$ cat src/design/lbct_pkg.sv
// Shared types and constants for the LRU block cache tag controller.
// No dependencies; lbct_cell and the top level refer to it by scoped name.
`timescale 1ns / 1ps

package lbct_pkg;

    localparam int BLOCK_W           = 24;
    localparam int TOTAL_W           = 32;
    localparam int SLOT_OUT_W        = 4;
    localparam int CACHE_ENTRIES_DEF = 16;

    typedef enum logic [1:0] {
        OP_READ  = 2'd0,
        OP_FILL  = 2'd1,
        OP_WRITE = 2'd2,
        OP_CLEAR = 2'd3
    } lbct_op_t;

    typedef enum logic [3:0] {
        ST_IDLE    = 4'b0001,
        ST_MATCH   = 4'b0010,
        ST_RESOLVE = 4'b0100,
        ST_APPLY   = 4'b1000
    } lbct_state_t;

    typedef struct packed {
        logic clear;
        logic load;
    } lbct_cell_ctl_t;

endpackage

$ cat src/design/lbct_cell.sv
// One cell of the recency chain: holds the entry of one recency rank.
// Depends on lbct_pkg for the block width and the cell control struct.
`timescale 1ns / 1ps

module lbct_cell #(
    parameter int SLOT_W = 4
) (
    input  logic                         aclk,
    input  logic                         aresetn,
    input  lbct_pkg::lbct_cell_ctl_t     ctl,
    input  logic [lbct_pkg::BLOCK_W-1:0] in_tag,
    input  logic [SLOT_W-1:0]            in_slot,
    input  logic                         in_valid,
    input  logic [lbct_pkg::BLOCK_W-1:0] cmp_tag,
    output logic [lbct_pkg::BLOCK_W-1:0] out_tag,
    output logic [SLOT_W-1:0]            out_slot,
    output logic                         out_valid,
    output logic                         match
);

    logic [lbct_pkg::BLOCK_W-1:0] tag_reg;
    logic [SLOT_W-1:0]            slot_reg;
    logic                         valid_reg;

    always_ff @(posedge aclk) begin
        if (!aresetn) begin
            valid_reg <= 1'b0;
        end else if (ctl.clear) begin
            valid_reg <= 1'b0;
        end else if (ctl.load) begin
            valid_reg <= in_valid;
        end
    end

    always_ff @(posedge aclk) begin
        if (ctl.load) begin
            tag_reg  <= in_tag;
            slot_reg <= in_slot;
        end
    end

    assign match     = valid_reg && (tag_reg == cmp_tag);
    assign out_tag   = tag_reg;
    assign out_slot  = slot_reg;
    assign out_valid = valid_reg;

endmodule

$ cat src/design/lbct_match_enc.sv
// Encoder for the chain's match vector: hit flag, chain position and slot of the hit.
// Depends on lbct_pkg only through the house conventions; no package items used here.
`timescale 1ns / 1ps

module lbct_match_enc #(
    parameter int CACHE_ENTRIES = 16,
    parameter int SLOT_W        = 4
) (
    input  logic [CACHE_ENTRIES-1:0]             match,
    input  logic [CACHE_ENTRIES-1:0][SLOT_W-1:0] slots,
    output logic                                 hit,
    output logic [SLOT_W-1:0]                    pos,
    output logic [SLOT_W-1:0]                    slot
);

    always_comb begin
        pos  = '0;
        slot = '0;
        for (int j = 0; j < CACHE_ENTRIES; j++) begin
            pos  = pos  | ({SLOT_W{match[j]}} & SLOT_W'(j));
            slot = slot | ({SLOT_W{match[j]}} & slots[j]);
        end
    end

    assign hit = |match;

endmodule

$ cat src/design/lru_block_cache_tags.sv
// LRU block cache tag controller: top level with the recency chain and sequencer.
// Depends on lbct_pkg, lbct_cell and lbct_match_enc.
//
// Usage: a request beat on s_ (opcode, block_number) is taken when s_valid and
// s_ready are high; one result beat per request leaves on m_ (hit, slot, evicted,
// evicted_block, hit_total, access_total) under m_valid / m_ready.
// A request passes through the accepting IDLE state, MATCH for the parallel tag
// compare in every chain cell, RESOLVE to encode the match and APPLY to shift
// the chain and load the result register; APPLY waits while the output register
// is still full. No new request is taken until the previous one has left APPLY;
// the accept, compare, encode and shift steps and any stall in APPLY set that spacing.
// The chain holds entries in recency order, most recent in the first cell;
// a promotion or insertion shifts the leading cells by one place.
// A finished result sits in the output register; the next request may be
// accepted and processed while it waits, and its update is held until the
// output register is free, so a stalled receiver stalls the block.
// Reset (aresetn low, synchronous) empties the cache, zeroes both totals and
// drops any pending beat.
`timescale 1ns / 1ps

module lru_block_cache_tags #(
    parameter int CACHE_ENTRIES = lbct_pkg::CACHE_ENTRIES_DEF
) (
    input  logic                                aclk,
    input  logic                                aresetn,
    input  logic                                s_valid,
    output logic                                s_ready,
    input  logic [1:0]                          s_opcode,
    input  logic [lbct_pkg::BLOCK_W-1:0]        s_block_number,
    output logic                                m_valid,
    input  logic                                m_ready,
    output logic                                m_hit,
    output logic [lbct_pkg::SLOT_OUT_W-1:0]     m_slot,
    output logic                                m_evicted,
    output logic [lbct_pkg::BLOCK_W-1:0]        m_evicted_block,
    output logic [lbct_pkg::TOTAL_W-1:0]        m_hit_total,
    output logic [lbct_pkg::TOTAL_W-1:0]        m_access_total
);

    localparam int SLOT_W = $clog2(CACHE_ENTRIES);
    localparam int CNT_W  = $clog2(CACHE_ENTRIES + 1);
    localparam int BW     = lbct_pkg::BLOCK_W;
    localparam int TW     = lbct_pkg::TOTAL_W;
    localparam int SOW    = lbct_pkg::SLOT_OUT_W;

    lbct_pkg::lbct_state_t state_reg, state_next;

    lbct_pkg::lbct_op_t    op_reg;
    logic [BW-1:0]         blk_reg;
    logic [CACHE_ENTRIES-1:0] match_reg;
    logic                  hit_reg;
    logic [SLOT_W-1:0]     pos_reg;
    logic [SLOT_W-1:0]     hslot_reg;
    logic [CNT_W-1:0]      count_reg, count_next;
    logic [TW-1:0]         hit_cnt_reg, hit_cnt_next;
    logic [TW-1:0]         acc_cnt_reg, acc_cnt_next;

    logic                  m_valid_reg;
    logic                  m_hit_reg;
    logic [SOW-1:0]        m_slot_reg;
    logic                  m_evicted_reg;
    logic [BW-1:0]         m_evicted_block_reg;

    logic [CACHE_ENTRIES-1:0][BW-1:0]     cell_tag;
    logic [CACHE_ENTRIES-1:0][SLOT_W-1:0] cell_slot;
    logic [CACHE_ENTRIES-1:0]             cell_valid;
    logic [CACHE_ENTRIES-1:0]             cell_match;

    logic                  enc_hit;
    logic [SLOT_W-1:0]     enc_pos;
    logic [SLOT_W-1:0]     enc_slot;

    logic                  accept;
    logic                  commit;
    logic                  is_clear;
    logic                  is_read;
    logic                  full;
    logic                  do_update;
    logic                  do_evict;
    logic [SLOT_W-1:0]     shift_pos;
    logic [SLOT_W-1:0]     head_slot;
    logic [SLOT_W-1:0]     res_slot;
    logic [SLOT_W+SOW-1:0] res_slot_wide;

    assign s_ready = (state_reg == lbct_pkg::ST_IDLE);
    assign accept  = s_valid && s_ready;
    assign commit  = (state_reg == lbct_pkg::ST_APPLY) && (!m_valid_reg || m_ready);

    // sequencer
    always_comb begin
        state_next = state_reg;
        case (state_reg)
            lbct_pkg::ST_IDLE: begin
                if (accept) state_next = lbct_pkg::ST_MATCH;
            end
            lbct_pkg::ST_MATCH:   state_next = lbct_pkg::ST_RESOLVE;
            lbct_pkg::ST_RESOLVE: state_next = lbct_pkg::ST_APPLY;
            lbct_pkg::ST_APPLY: begin
                if (commit) state_next = lbct_pkg::ST_IDLE;
            end
            default: state_next = lbct_pkg::ST_IDLE;
        endcase
    end

    always_ff @(posedge aclk) begin
        if (!aresetn) begin
            state_reg <= lbct_pkg::ST_IDLE;
        end else begin
            state_reg <= state_next;
        end
    end

    always_ff @(posedge aclk) begin
        if (accept) begin
            op_reg  <= lbct_pkg::lbct_op_t'(s_opcode);
            blk_reg <= s_block_number;
        end
        if (state_reg == lbct_pkg::ST_MATCH) begin
            match_reg <= cell_match;
        end
        if (state_reg == lbct_pkg::ST_RESOLVE) begin
            hit_reg   <= enc_hit;
            pos_reg   <= enc_pos;
            hslot_reg <= enc_slot;
        end
    end

    lbct_match_enc #(
        .CACHE_ENTRIES (CACHE_ENTRIES),
        .SLOT_W        (SLOT_W)
    ) u_enc (
        .match (match_reg),
        .slots (cell_slot),
        .hit   (enc_hit),
        .pos   (enc_pos),
        .slot  (enc_slot)
    );

    // update decision
    assign is_clear  = (op_reg == lbct_pkg::OP_CLEAR);
    assign is_read   = (op_reg == lbct_pkg::OP_READ);
    assign full      = (count_reg == CNT_W'(CACHE_ENTRIES));
    assign do_update = !is_clear && (hit_reg || !is_read);
    assign do_evict  = !is_clear && !is_read && !hit_reg && full;
    assign shift_pos = hit_reg ? pos_reg : SLOT_W'(CACHE_ENTRIES - 1);

    always_comb begin
        if (hit_reg) begin
            head_slot = hslot_reg;
        end else if (full) begin
            head_slot = cell_slot[CACHE_ENTRIES-1];
        end else begin
            head_slot = count_reg[SLOT_W-1:0];
        end
    end

    assign res_slot      = (is_clear || (is_read && !hit_reg)) ? '0 : head_slot;
    assign res_slot_wide = {{SOW{1'b0}}, res_slot};

    // recency chain
    genvar j;
    generate
        for (j = 0; j < CACHE_ENTRIES; j++) begin : g_cell
            lbct_pkg::lbct_cell_ctl_t ctl;
            logic [BW-1:0]            in_tag;
            logic [SLOT_W-1:0]        in_slot;
            logic                     in_valid;

            assign ctl.clear = commit && is_clear;
            assign ctl.load  = commit && do_update && (shift_pos >= SLOT_W'(j));

            if (j == 0) begin : g_head
                assign in_tag   = blk_reg;
                assign in_slot  = head_slot;
                assign in_valid = 1'b1;
            end else begin : g_body
                assign in_tag   = cell_tag[j-1];
                assign in_slot  = cell_slot[j-1];
                assign in_valid = cell_valid[j-1];
            end

            lbct_cell #(
                .SLOT_W (SLOT_W)
            ) u_cell (
                .aclk      (aclk),
                .aresetn   (aresetn),
                .ctl       (ctl),
                .in_tag    (in_tag),
                .in_slot   (in_slot),
                .in_valid  (in_valid),
                .cmp_tag   (blk_reg),
                .out_tag   (cell_tag[j]),
                .out_slot  (cell_slot[j]),
                .out_valid (cell_valid[j]),
                .match     (cell_match[j])
            );
        end
    endgenerate

    // fill count and totals
    always_comb begin
        count_next   = count_reg;
        hit_cnt_next = hit_cnt_reg;
        acc_cnt_next = acc_cnt_reg;
        if (is_clear) begin
            count_next   = '0;
            hit_cnt_next = '0;
            acc_cnt_next = '0;
        end else begin
            if (do_update && !hit_reg && !full) begin
                count_next = count_reg + CNT_W'(1);
            end
            if (is_read) begin
                if (acc_cnt_reg != '1) acc_cnt_next = acc_cnt_reg + TW'(1);
                if (hit_reg && (hit_cnt_reg != '1)) hit_cnt_next = hit_cnt_reg + TW'(1);
            end
        end
    end

    always_ff @(posedge aclk) begin
        if (!aresetn) begin
            count_reg   <= '0;
            hit_cnt_reg <= '0;
            acc_cnt_reg <= '0;
        end else if (commit) begin
            count_reg   <= count_next;
            hit_cnt_reg <= hit_cnt_next;
            acc_cnt_reg <= acc_cnt_next;
        end
    end

    // result register
    always_ff @(posedge aclk) begin
        if (!aresetn) begin
            m_valid_reg <= 1'b0;
        end else if (commit) begin
            m_valid_reg <= 1'b1;
        end else if (m_ready) begin
            m_valid_reg <= 1'b0;
        end
    end

    always_ff @(posedge aclk) begin
        if (commit) begin
            m_hit_reg           <= !is_clear && hit_reg;
            m_slot_reg          <= res_slot_wide[SOW-1:0];
            m_evicted_reg       <= do_evict;
            m_evicted_block_reg <= do_evict ? cell_tag[CACHE_ENTRIES-1] : '0;
        end
    end

    assign m_valid         = m_valid_reg;
    assign m_hit           = m_hit_reg;
    assign m_slot          = m_slot_reg;
    assign m_evicted       = m_evicted_reg;
    assign m_evicted_block = m_evicted_block_reg;
    assign m_hit_total     = hit_cnt_reg;
    assign m_access_total  = acc_cnt_reg;

endmodule
$ cat config.mk
export PLATFORM = sky130hd
export DESIGN_NAME = lru_block_cache_tags
export DESIGN_NICKNAME = d
export VERILOG_FILES = /design/src/design/lbct_pkg.sv /design/src/design/lbct_cell.sv /design/src/design/lbct_match_enc.sv /design/src/design/lru_block_cache_tags.sv
export SDC_FILE = /design/constraint.sdc
export NUM_CORES = 1
export LEC_CHECK = 0
export ABC_AREA = 0
export BUFFER_PORTS_ARGS = -buffer_cell sky130_fd_sc_hd__buf_2
export CORE_AREA = 2 2 207 209
export DETAILED_ROUTE_END_ITERATION = 10
export DIE_AREA = 0 0 209 211
export GPL_TIMING_DRIVEN = 0
export PLACE_DENSITY = 0.86
export SLEW_MARGIN = 40
export SYNTH_ARGS = -nofsm -noshare
export SYNTH_HDL_FRONTEND = slang
export SYNTH_SLANG_ARGS = --single-unit
$ cat constraint.sdc
create_clock -name aclk -period 5.65 [get_ports aclk]
set_input_delay 1.13 -clock aclk [delete_from_list [all_inputs] [get_ports aclk]]
set_output_delay 1.13 -clock aclk [all_outputs]
set_load 0.01 [all_outputs]
# Word level (Yosys, flattened, before mapping)
# Cells that the tools add are included.
# Widths: inputs -> output; s select.
[totals] reg_bits=619 input_bits=30 out_inout_bits=96 elab_cells=235
[op_classes] addsub=3 order_cmp=16 n_eq_ne=26 mux=16 n_bitwise=46 reduce_logical=65
[op_table] operator="$eq 24x24->1" count=16
[op_table] operator="$mux 32" count=6
[op_table] operator="$or 4x4->4" count=23
[op_table] operator="$add 32x1->32 const B" count=2
[op_table] operator="$and 4x4->4" count=16
[op_table] operator="$ne 32x32->1 const B" count=2
[op_table] operator="$logic_and 1x1->1" count=45
[op_table] operator="$ge 4x4->1 const B" count=8
[op_table] operator="$mux 4" count=5
[op_table] operator="$ge 4x3->1 const B" count=4
[op_table] operator="$or 4x3->4" count=4
[op_table] operator="$pmux 4 s4" count=1
[op_table] operator="$reduce_or 16->1" count=1
[op_table] operator="$mux 5" count=2
[op_table] operator="$reduce_bool 2->1" count=5
[op_table] operator="$ge 4x1->1 const B" count=2
[op_table] operator="$ge 4x2->1 const B" count=2
[op_table] operator="$reduce_and 3->1" count=2
[op_table] operator="$add 5x1->5 const B" count=1
[op_table] operator="$eq 5x5->1 const B" count=1
[op_table] operator="$logic_not 1->1" count=5
[op_table] operator="$eq 4x1->1 const B" count=1
[op_table] operator="$eq 4x2->1 const B" count=1
[op_table] operator="$eq 4x3->1 const B" count=1
[op_table] operator="other kinds (12)" count=16

# Longest topological paths before layout
# Gate-level depths: netlist (run 1).
[logic_depth] ltp_word=16 mapped_depth=8 depth_no_buf=8

# Hierarchy
# Synthesis (run 1) repeated with hierarchy kept, for this count alone.
[hier_totals] cells_unflattened=1757 area_unflattened_um2=25687.1
[modules_own_cells] module="lbct_cell" n_inst=16 cells_per_inst=64 area_per_inst_um2=1147.4 seq_area_each_um2=860.8
[modules_own_cells] module="lru_block_cache_tags" n_inst=1 cells_per_inst=684 area_per_inst_um2=6946.7 seq_area_each_um2=3913.8
[modules_own_cells] module="lbct_match_enc" n_inst=1 cells_per_inst=49 area_per_inst_um2=382.9 seq_area_each_um2=0.0

# Worst setup path after synthesis (run 1)
# OpenSTA, ideal clock, no wires.
[synth_timing] path_type="input -> register" from="input port m_ready" to="register g_cell[15].u_cell.valid_reg" setup_ns=0.128 t_arrival_ns=3.491 required_ns=5.522 slack_ns=2.032 stages=6 n_path_buf=1 path_cell_list="nand2b_1 nand4_1 clkbuf_1 a21oi_1 mux2i_1 nor2_1"
[synth_rtl] element="start: declaration" line="lru_block_cache_tags.sv:31" rtl="input logic m_ready,"
[synth_rtl] element="end signal: assignment" line="lbct_cell.sv:31" rtl="valid_reg <= in_valid;"
[synth_rtl] element="end: declaration" line="lbct_cell.sv:23" rtl="logic valid_reg;"

==> results of run 1 <==
layout by cell type, fill, tap and decap left out, types with 61 or more instances in the layout:
cell | Yosys | final
sky130_fd_sc_hd__edfxtp_1 | 529 | 529
sky130_fd_sc_hd__xor2_1 | 241 | 241
sky130_fd_sc_hd__xnor2_1 | 149 | 149
sky130_fd_sc_hd__buf_2 | 9 | 142
sky130_fd_sc_hd__dfxtp_1 | 90 | 90
sky130_fd_sc_hd__nor4_1 | 82 | 80
sky130_fd_sc_hd__a21oi_1 | 72 | 65
sky130_fd_sc_hd__clkbuf_1 | 59 | 63
sky130_fd_sc_hd__nand3_1 | 62 | 62
sky130_fd_sc_hd__nand4_1 | 61 | 61
power by group through the flow:
stage	Combinational, mW	Clock, mW	Sequential (mW)
final	0.439	3.96	4.94
after global placement	0.409	0	5.04
after global routing	0.466	4.14	4.94
after CTS	0.436	3.97	4.94
after detailed placement	0.430	0	5.04
after floorplan	0.275	0	5.03
metal layers:
| layer | track usage [%] | vias up | share of wire (%) |
|---|---|---|---|
| li1 | - | 7114 | - |
| met1 | 34.8 | 7956 | 37 |
| met2 | 47.7 | 874 | 50 |
| met3 | 4.74 | 175 | 8.8 |
| met4 | 13.8 | 0 | 4.6 |
| met5 | 0 | - | 0 |
critical path: stages (launching register included):
cell and delay, ns:
sky130_fd_sc_hd__dfxtp_1 0.42, sky130_fd_sc_hd__nor4b_1 0.47, sky130_fd_sc_hd__nand4_1 0.55, sky130_fd_sc_hd__inv_2 0.74
sky130_fd_sc_hd__o211ai_1 0.40, sky130_fd_sc_hd__inv_2 0.61
final cells by class:
type | instances | share of cell area [%]
diodes | 2 | 0.0171
plain buffers | 83 | 1.25
clock buffers | 85 | 5.79
clock inverters | 26 | 0.841
inverters | 17 | 0.218
multi-input cells | 1050 | 26.2
flip-flops and latches | 619 | 60.4
well taps | 539 | 2.30
repair buffers | 144 | 3.04
cell families (layout without fill, tap and decap cells):
logic type      count (synthesis)  in the layout  share of synthesized area, %
xor+xnor                      390            390                          13.3
compound gates                189            189                          4.81
buf+inv                       100            355                          1.57
other cells                     0              2                             0
simple gates                  449            449                          10.3
mux                            16             16                         0.626
flops                         619            619                          69.1
fa+ha+maj                       6              6                         0.293
per-stage QoR:
| stage | setup WS [ns] | instance area, um^2 | power [mW] | util [%] |
|---|---|---|---|---|
| 2_1_floorplan | 2.03 | 25600 | 5.30 | - |
| 4_1_cts | 2.12 | 29300 | 9.35 | 70.1 |
| 3_5_place_dp | 1.70 | 27300 | 5.47 | 65.4 |
| 5_1_grt | 1.84 | 29300 | 9.54 | 70.2 |
| 3_3_place_gp | 1.05 | 26900 | 5.44 | 64.4 |
| 6_report | 2.06 | 29300 | 9.34 | 70.2 |
final timing paths:
kind / end / cells after the start / slack [ns] / from
hold / removal: g_cell[0].u_cell.out_tag[18] / 0 / 0.45 / blk_reg[18]
setup / recovery: g_cell[12].u_cell.out_tag[11] / 5 / 2.06 / state_reg[3]
hold reg to reg: g_cell[0].u_cell.out_tag[18] / 0 / 0.45 / blk_reg[18]
setup reg to reg: g_cell[12].u_cell.out_tag[11] / 5 / 2.06 / state_reg[3]
==> impl_results.rst, run 1 <==
.. list-table::
   :header-rows: 1

   * - Metric
     - Value
   * - DR vias
     - 16100
   * - Area inside the core boundary
     - 0.0418 mm^2
   * - Total negative setup slack
     - 0 ns
   * - Total routing usage reported by global routing
     - 27.9%
   * - Portion of the clock cycle consumed by the worst path in the final layout
     - 63.6%
   * - Sum of net half-perimeters after detailed placement
     - 44.8 mm
   * - Post-synth EDFFs
     - 529
   * - Maximum vdd drop
     - 315 uV
   * - Count of synthesis-stage warnings from yosys
     - 0
   * - Internal
     - 7.33 mW
   * - Average vias per placed instance
     - 6.28
   * - Largest cells by area after synthesis
     - sky130_fd_sc_hd__edfxtp_1 (62%), sky130_fd_sc_hd__xor2_1 (8.2%), sky130_fd_sc_hd__dfxtp_1 (7.0%), sky130_fd_sc_hd__xnor2_1 (5.1%), sky130_fd_sc_hd__nor4_1 (2.0%)
   * - Number of placement rows
     - 75
   * - Final estimated routing congestion in global placement
     - 0.948
   * - Instance count of the mapped netlist
     - 1769
   * - Post-synthesis cell area
     - 0.0256 mm^2
   * - Distinct cell type count after synthesis
     - 52
   * - Outcome
     - finished, final reports clean
   * - Number of gates given a new drive strength after cts
     - 0
   * - Pin count of the biggest net entering global routing
     - 33
   * - Clock transition time at the flip-flop clock pins of the worst setup and hold paths
     - 0.06 ns
   * - Area of all sequential standard cells
     - 0.0177 mm^2
   * - Number of buffers added to fix hold violations after cts
     - 0
   * - Number of pins with negative max-slew slack in the final report
     - 0
   * - Maximum fanout encountered on the critical timing path
     - 32
   * - Clock share of power
     - 42.4%
   * - Clk sinks
     - 619
   * - Via count of the first global-routing pass
     - 16100
   * - Proportion of register bits with asynchronous set or reset after synthesis
     - 0%
   * - Required time of the worst setup path
     - 5.89 ns
   * - CTS tree
     - built
   * - Power dissipated by switching net loads
     - 2.01 mW
   * - Share of final-layout standard cells stronger than drive strength 1
     - 14.8%
   * - Number of nets still failing antenna checks after routing
     - 0
   * - Area of the die
     - 0.0441 mm^2
   * - Layout Nets
     - 2010
   * - Final routed wirelength across all metal layers
     - 61.3 mm
   * - Number of flip-flops under the largest register name
     - 384
   * - Layout area overhead
     - 14.4%
   * - Count of buffers inserted at the top-level ports
     - 124
   * - Fraction of post-synthesis cell area in the top cell type by area
     - 62.1%
   * - DR iter-0 viols
     - 1992
   * - Part of the total power dissipated in combinational logic
     - 4.7%
   * - Worst slew margin relative to its limit
     - 41.7%
   * - Register bit total from synthesis
     - 619
   * - Clk_lat worst skew
     - 0.63 ns
   * - First-pass GRT wire length
     - 91.7 mm
   * - Post CTS Setup Buffer Count
     - 0
   * - Library cell with the largest summed area after synthesis
     - sky130_fd_sc_hd__edfxtp_1
   * - Transition time of the tightest slew-check pin
     - 0.875 ns
   * - Number of levels in the clock H-tree
     - 2
   * - Total area of multi-input combinational cells
     - 0.00767 mm^2
   * - CTS Buf Count
     - 59
   * - Category of the most critical setup path
     - reg2reg
   * - Highest clock frequency the design can meet
     - 0.278 GHz
   * - Share of synthesized area occupied by flip-flops and latches
     - 69.1%
   * - Nature of the critical path endpoint
     - flip-flop
   * - Net Count, Synth
     - 1805
   * - Antenna violations before repair
     - 2
   * - Most instantiated cells after synthesis
     - sky130_fd_sc_hd__edfxtp_1 (529), sky130_fd_sc_hd__xor2_1 (241), sky130_fd_sc_hd__xnor2_1 (149)
   * - Grt ovf
     - 0
   * - Die height
     - 211 um
   * - Overall die width
     - 209 um
   * - RSZ-0062 raised after global routing
     - false
   * - Sequential cell fraction of total power
     - 52.9%
   * - Launching element type of the critical path
     - flip-flop
   * - Pwr dens
     - 319 mW/mm^2
   * - Dominant synthesized flop cell
     - sky130_fd_sc_hd__edfxtp_1
   * - CTS max path bufs
     - 3
   * - Layout filler cell count
     - 2606
   * - CTS Root Buffer Type
     - sky130_fd_sc_hd__clkbuf_16
   * - Number of hold-slack violations in the final timing report
     - 0
   * - Effective utilization at floorplan
     - 61.3%
   * - Max-cap violation count
     - 0
   * - Proportion of total power due to net switching
     - 21.5%
   * - Detailed Routing Iterations Pass 1
     - 5
   * - Post-Synthesis Mean Instance Area
     - 14.5 um^2
   * - Final worst hold slack
     - 0.449 ns
   * - I/O Pins
     - 126
   * - Tmin final
     - 3.59 ns
   * - Non-Filler Instances
     - 2565
   * - Hold crit path type
     - reg2reg
   * - Setup Skew
     - 0.0207 ns
   * - Most repeated cell in the gate-level netlist after synthesis
     - sky130_fd_sc_hd__edfxtp_1
   * - Data arrival time at the worst-slack endpoint
     - 3.83 ns
   * - Final setup vio count
     - 0
   * - Leak
     - 9.51 nW
   * - Wire per inst
     - 23.9 um
   * - Post-route DRC violation count
     - 0
   * - Cells after DPL
     - 2452
(Power assumes the default switching activity.)
==> run 2: changes to the inputs <==
- CORE_AREA: 2 2 207 209 -> 2 2 219 221
- DIE_AREA: 0 0 209 211 -> 0 0 221 223
- PLACE_DENSITY: 0.86 -> 0.81
- clock period: 5.65 -> 3.2 ns (I/O delays scaled with it)
==> impl_results.rst, run 2 (same netlist as run 1, synthesis figures left out) <==
.. list-table::
   :header-rows: 1

   * - Metric
     - Value
   * - Total power
     - 16.3 mW
   * - Worst slew margin relative to its limit
     - 39.3%
   * - Portion of the clock cycle consumed by the worst path in the final layout
     - 98.1%
   * - Post-layout util
     - 62.2%
   * - Non-Filler Instances
     - 2640
   * - Final routed wirelength across all metal layers
     - 59.9 mm
   * - Setup Skew
     - 0.0240 ns
   * - Antenna violations before repair
     - 1
   * - Number of pins with negative max-slew slack in the final report
     - 0
   * - CTS Root Buffer Type
     - sky130_fd_sc_hd__clkbuf_16
   * - Most frequent cells in the layout
     - sky130_fd_sc_hd__edfxtp_1 (529), sky130_fd_sc_hd__xor2_1 (241), sky130_fd_sc_hd__xnor2_1 (149)
   * - Clk_lat worst skew
     - 0.63 ns
   * - Leak
     - 9.48 nW
   * - Share of final-layout standard cells stronger than drive strength 1
     - 14.6%
   * - Maximum vdd drop
     - 742 uV
   * - Area of the die
     - 0.0493 mm^2
   * - Launching element type of the critical path
     - flip-flop
   * - Number of nets still failing antenna checks after routing
     - 0
   * - Internal
     - 12.8 mW
   * - Transition time of the tightest slew-check pin
     - 0.911 ns
   * - First-pass GRT wire length
     - 89.4 mm
   * - I/O Pins
     - 126
   * - Post-detailed-placement cell area
     - 0.0274 mm^2
   * - Number of hold-slack violations in the final timing report
     - 0
   * - Outcome
     - finished, final reports clean
   * - Part of the total power dissipated in combinational logic
     - 4.7%
   * - Final worst hold slack
     - 0.180 ns
   * - Pin count of the biggest net entering global routing
     - 33
   * - Clock transition time at the flip-flop clock pins of the worst setup and hold paths
     - 0.06 ns
   * - Via count of the first global-routing pass
     - 15500
   * - Total routing usage reported by global routing
     - 24.0%
   * - Tmin final
     - 3.14 ns
   * - Area inside the core boundary
     - 0.0471 mm^2
   * - Number of flip-flops under the largest register name
     - 384
   * - Wire per inst
     - 22.7 um
   * - DR vias
     - 15900
   * - DR iter-0 viols
     - 1872
   * - Cells after DPL
     - 2530
   * - Layout Nets
     - 2013
   * - Count of buffers inserted at the top-level ports
     - 124
   * - Grt ovf
     - 0
   * - Hold crit path type
     - in2reg
   * - Worst slack at placement
     - -0.351 ns
   * - Clk sinks
     - 619
   * - Clock share of power
     - 41.8%
   * - Data arrival time at the worst-slack endpoint
     - 3.49 ns
   * - Overall die width
     - 221 um
   * - Max-cap violation count
     - 0
   * - Number of placement rows
     - 80
   * - Pwr dens
     - 556 mW/mm^2
   * - Total non-filler cell area in the finished layout
     - 0.0293 mm^2
   * - Number of levels in the clock H-tree
     - 2
   * - CTS Buf Count
     - 58
   * - CTS max path bufs
     - 3
   * - Minimum setup slack in the final design
     - 0.0616 ns
   * - CTS tree
     - built
   * - Total negative setup slack
     - 0 ns
   * - Maximum fanout encountered on the critical timing path
     - 10
   * - Sequential cell fraction of total power
     - 53.5%
   * - Category of the most critical setup path
     - reg2reg
   * - Layout area overhead
     - 14.6%
   * - Final setup vio count
     - 0
   * - Post-route DRC violation count
     - 0
   * - Detailed Routing Iterations Pass 1
     - 6
   * - Power dissipated by switching net loads
     - 3.52 mW
   * - RSZ-0062 raised after global routing
     - false
   * - Die height
     - 223 um
   * - Required time of the worst setup path
     - 3.55 ns
   * - Slack of the worst reg-to-reg path
     - 0.06 ns
   * - Nature of the critical path endpoint
     - flip-flop
   * - Final estimated routing congestion in global placement
     - 0.913
   * - Highest clock frequency the design can meet
     - 0.319 GHz
   * - Proportion of total power due to net switching
     - 21.6%
   * - Sum of net half-perimeters after detailed placement
     - 44.2 mm
   * - Most common library cell in the layout ignoring fill and taps
     - sky130_fd_sc_hd__edfxtp_1
   * - Average vias per placed instance
     - 6.03
   * - Effective utilization at floorplan
     - 54.3%
[run 2: cell types whose count changed in the layout (fill, tap and decap cells not counted), moves of 2 or more]
cell,change
sky130_fd_sc_hd__clkbuf_2,-4
sky130_fd_sc_hd__bufinv_16,+2
sky130_fd_sc_hd__clkbuf_1,-3
sky130_fd_sc_hd__buf_2,+4
sky130_fd_sc_hd__buf_4,+3
sky130_fd_sc_hd__clkinv_1,+7
sky130_fd_sc_hd__clkbuf_8,-8
sky130_fd_sc_hd__clkbuf_16,-2
sky130_fd_sc_hd__inv_6,+2
[run 2: cell type report]
type / instances / area (um^2)
fill: 3314 / 17800
sequential: 619 / 17700
multi-input combinational: 1050 / 7680
clock buffer: 72 / 1520
timing repair buffer: 148 / 906
tap: 615 / 769
buffer: 83 / 373
clock inverter: 35 / 334
inverter: 17 / 68.8
antenna: 1 / 2.50
[run 2: repair_timing]
action,CTS,global route
hold buffers,0,0
buffers inserted,2,0
resized for setup,4,1
pin swaps,1,0
setup endpoints to repair,59,5
[run 2: worst paths after layout]
check / from / end / cells past startpoint
max: blk_reg[22] / match_reg[2] / 6
min: s_block_number[17] / blk_reg[17] / 1
max reg2reg: blk_reg[22] / match_reg[2] / 6
min reg2reg: blk_reg[0] / g_cell[0].u_cell.out_tag[0] / 0
[run 2: power by group through the flow]
stage / sequential (mW) / clock (mW) / combinational (mW)
after floorplan: 8.88 / 0 / 0.485
after global placement: 8.89 / 0 / 0.726
after detailed placement: 8.89 / 0 / 0.759
after CTS: 8.72 / 6.87 / 0.768
after global routing: 8.72 / 7.18 / 0.820
final: 8.72 / 6.82 / 0.773
[run 2: layer usage]
layer	track usage (%)	vias up	part of all wire, %
met5	0	-	0
li1	-	7099	-
met2	41.1	831	50
met4	9.24	0	3.8
met1	30.5	7850	38
met3	4.44	136	8.8
[run 2: worst max-delay path: stages, from the launching register on]
cell and delay [ns]:
sky130_fd_sc_hd__edfxtp_1 0.35, sky130_fd_sc_hd__clkbuf_1 0.59, sky130_fd_sc_hd__clkdlybuf4s15_2 0.61, sky130_fd_sc_hd__xor2_1 0.16, sky130_fd_sc_hd__nor4_1 0.59, sky130_fd_sc_hd__nand3_1 0.16
sky130_fd_sc_hd__nor4_1 0.39
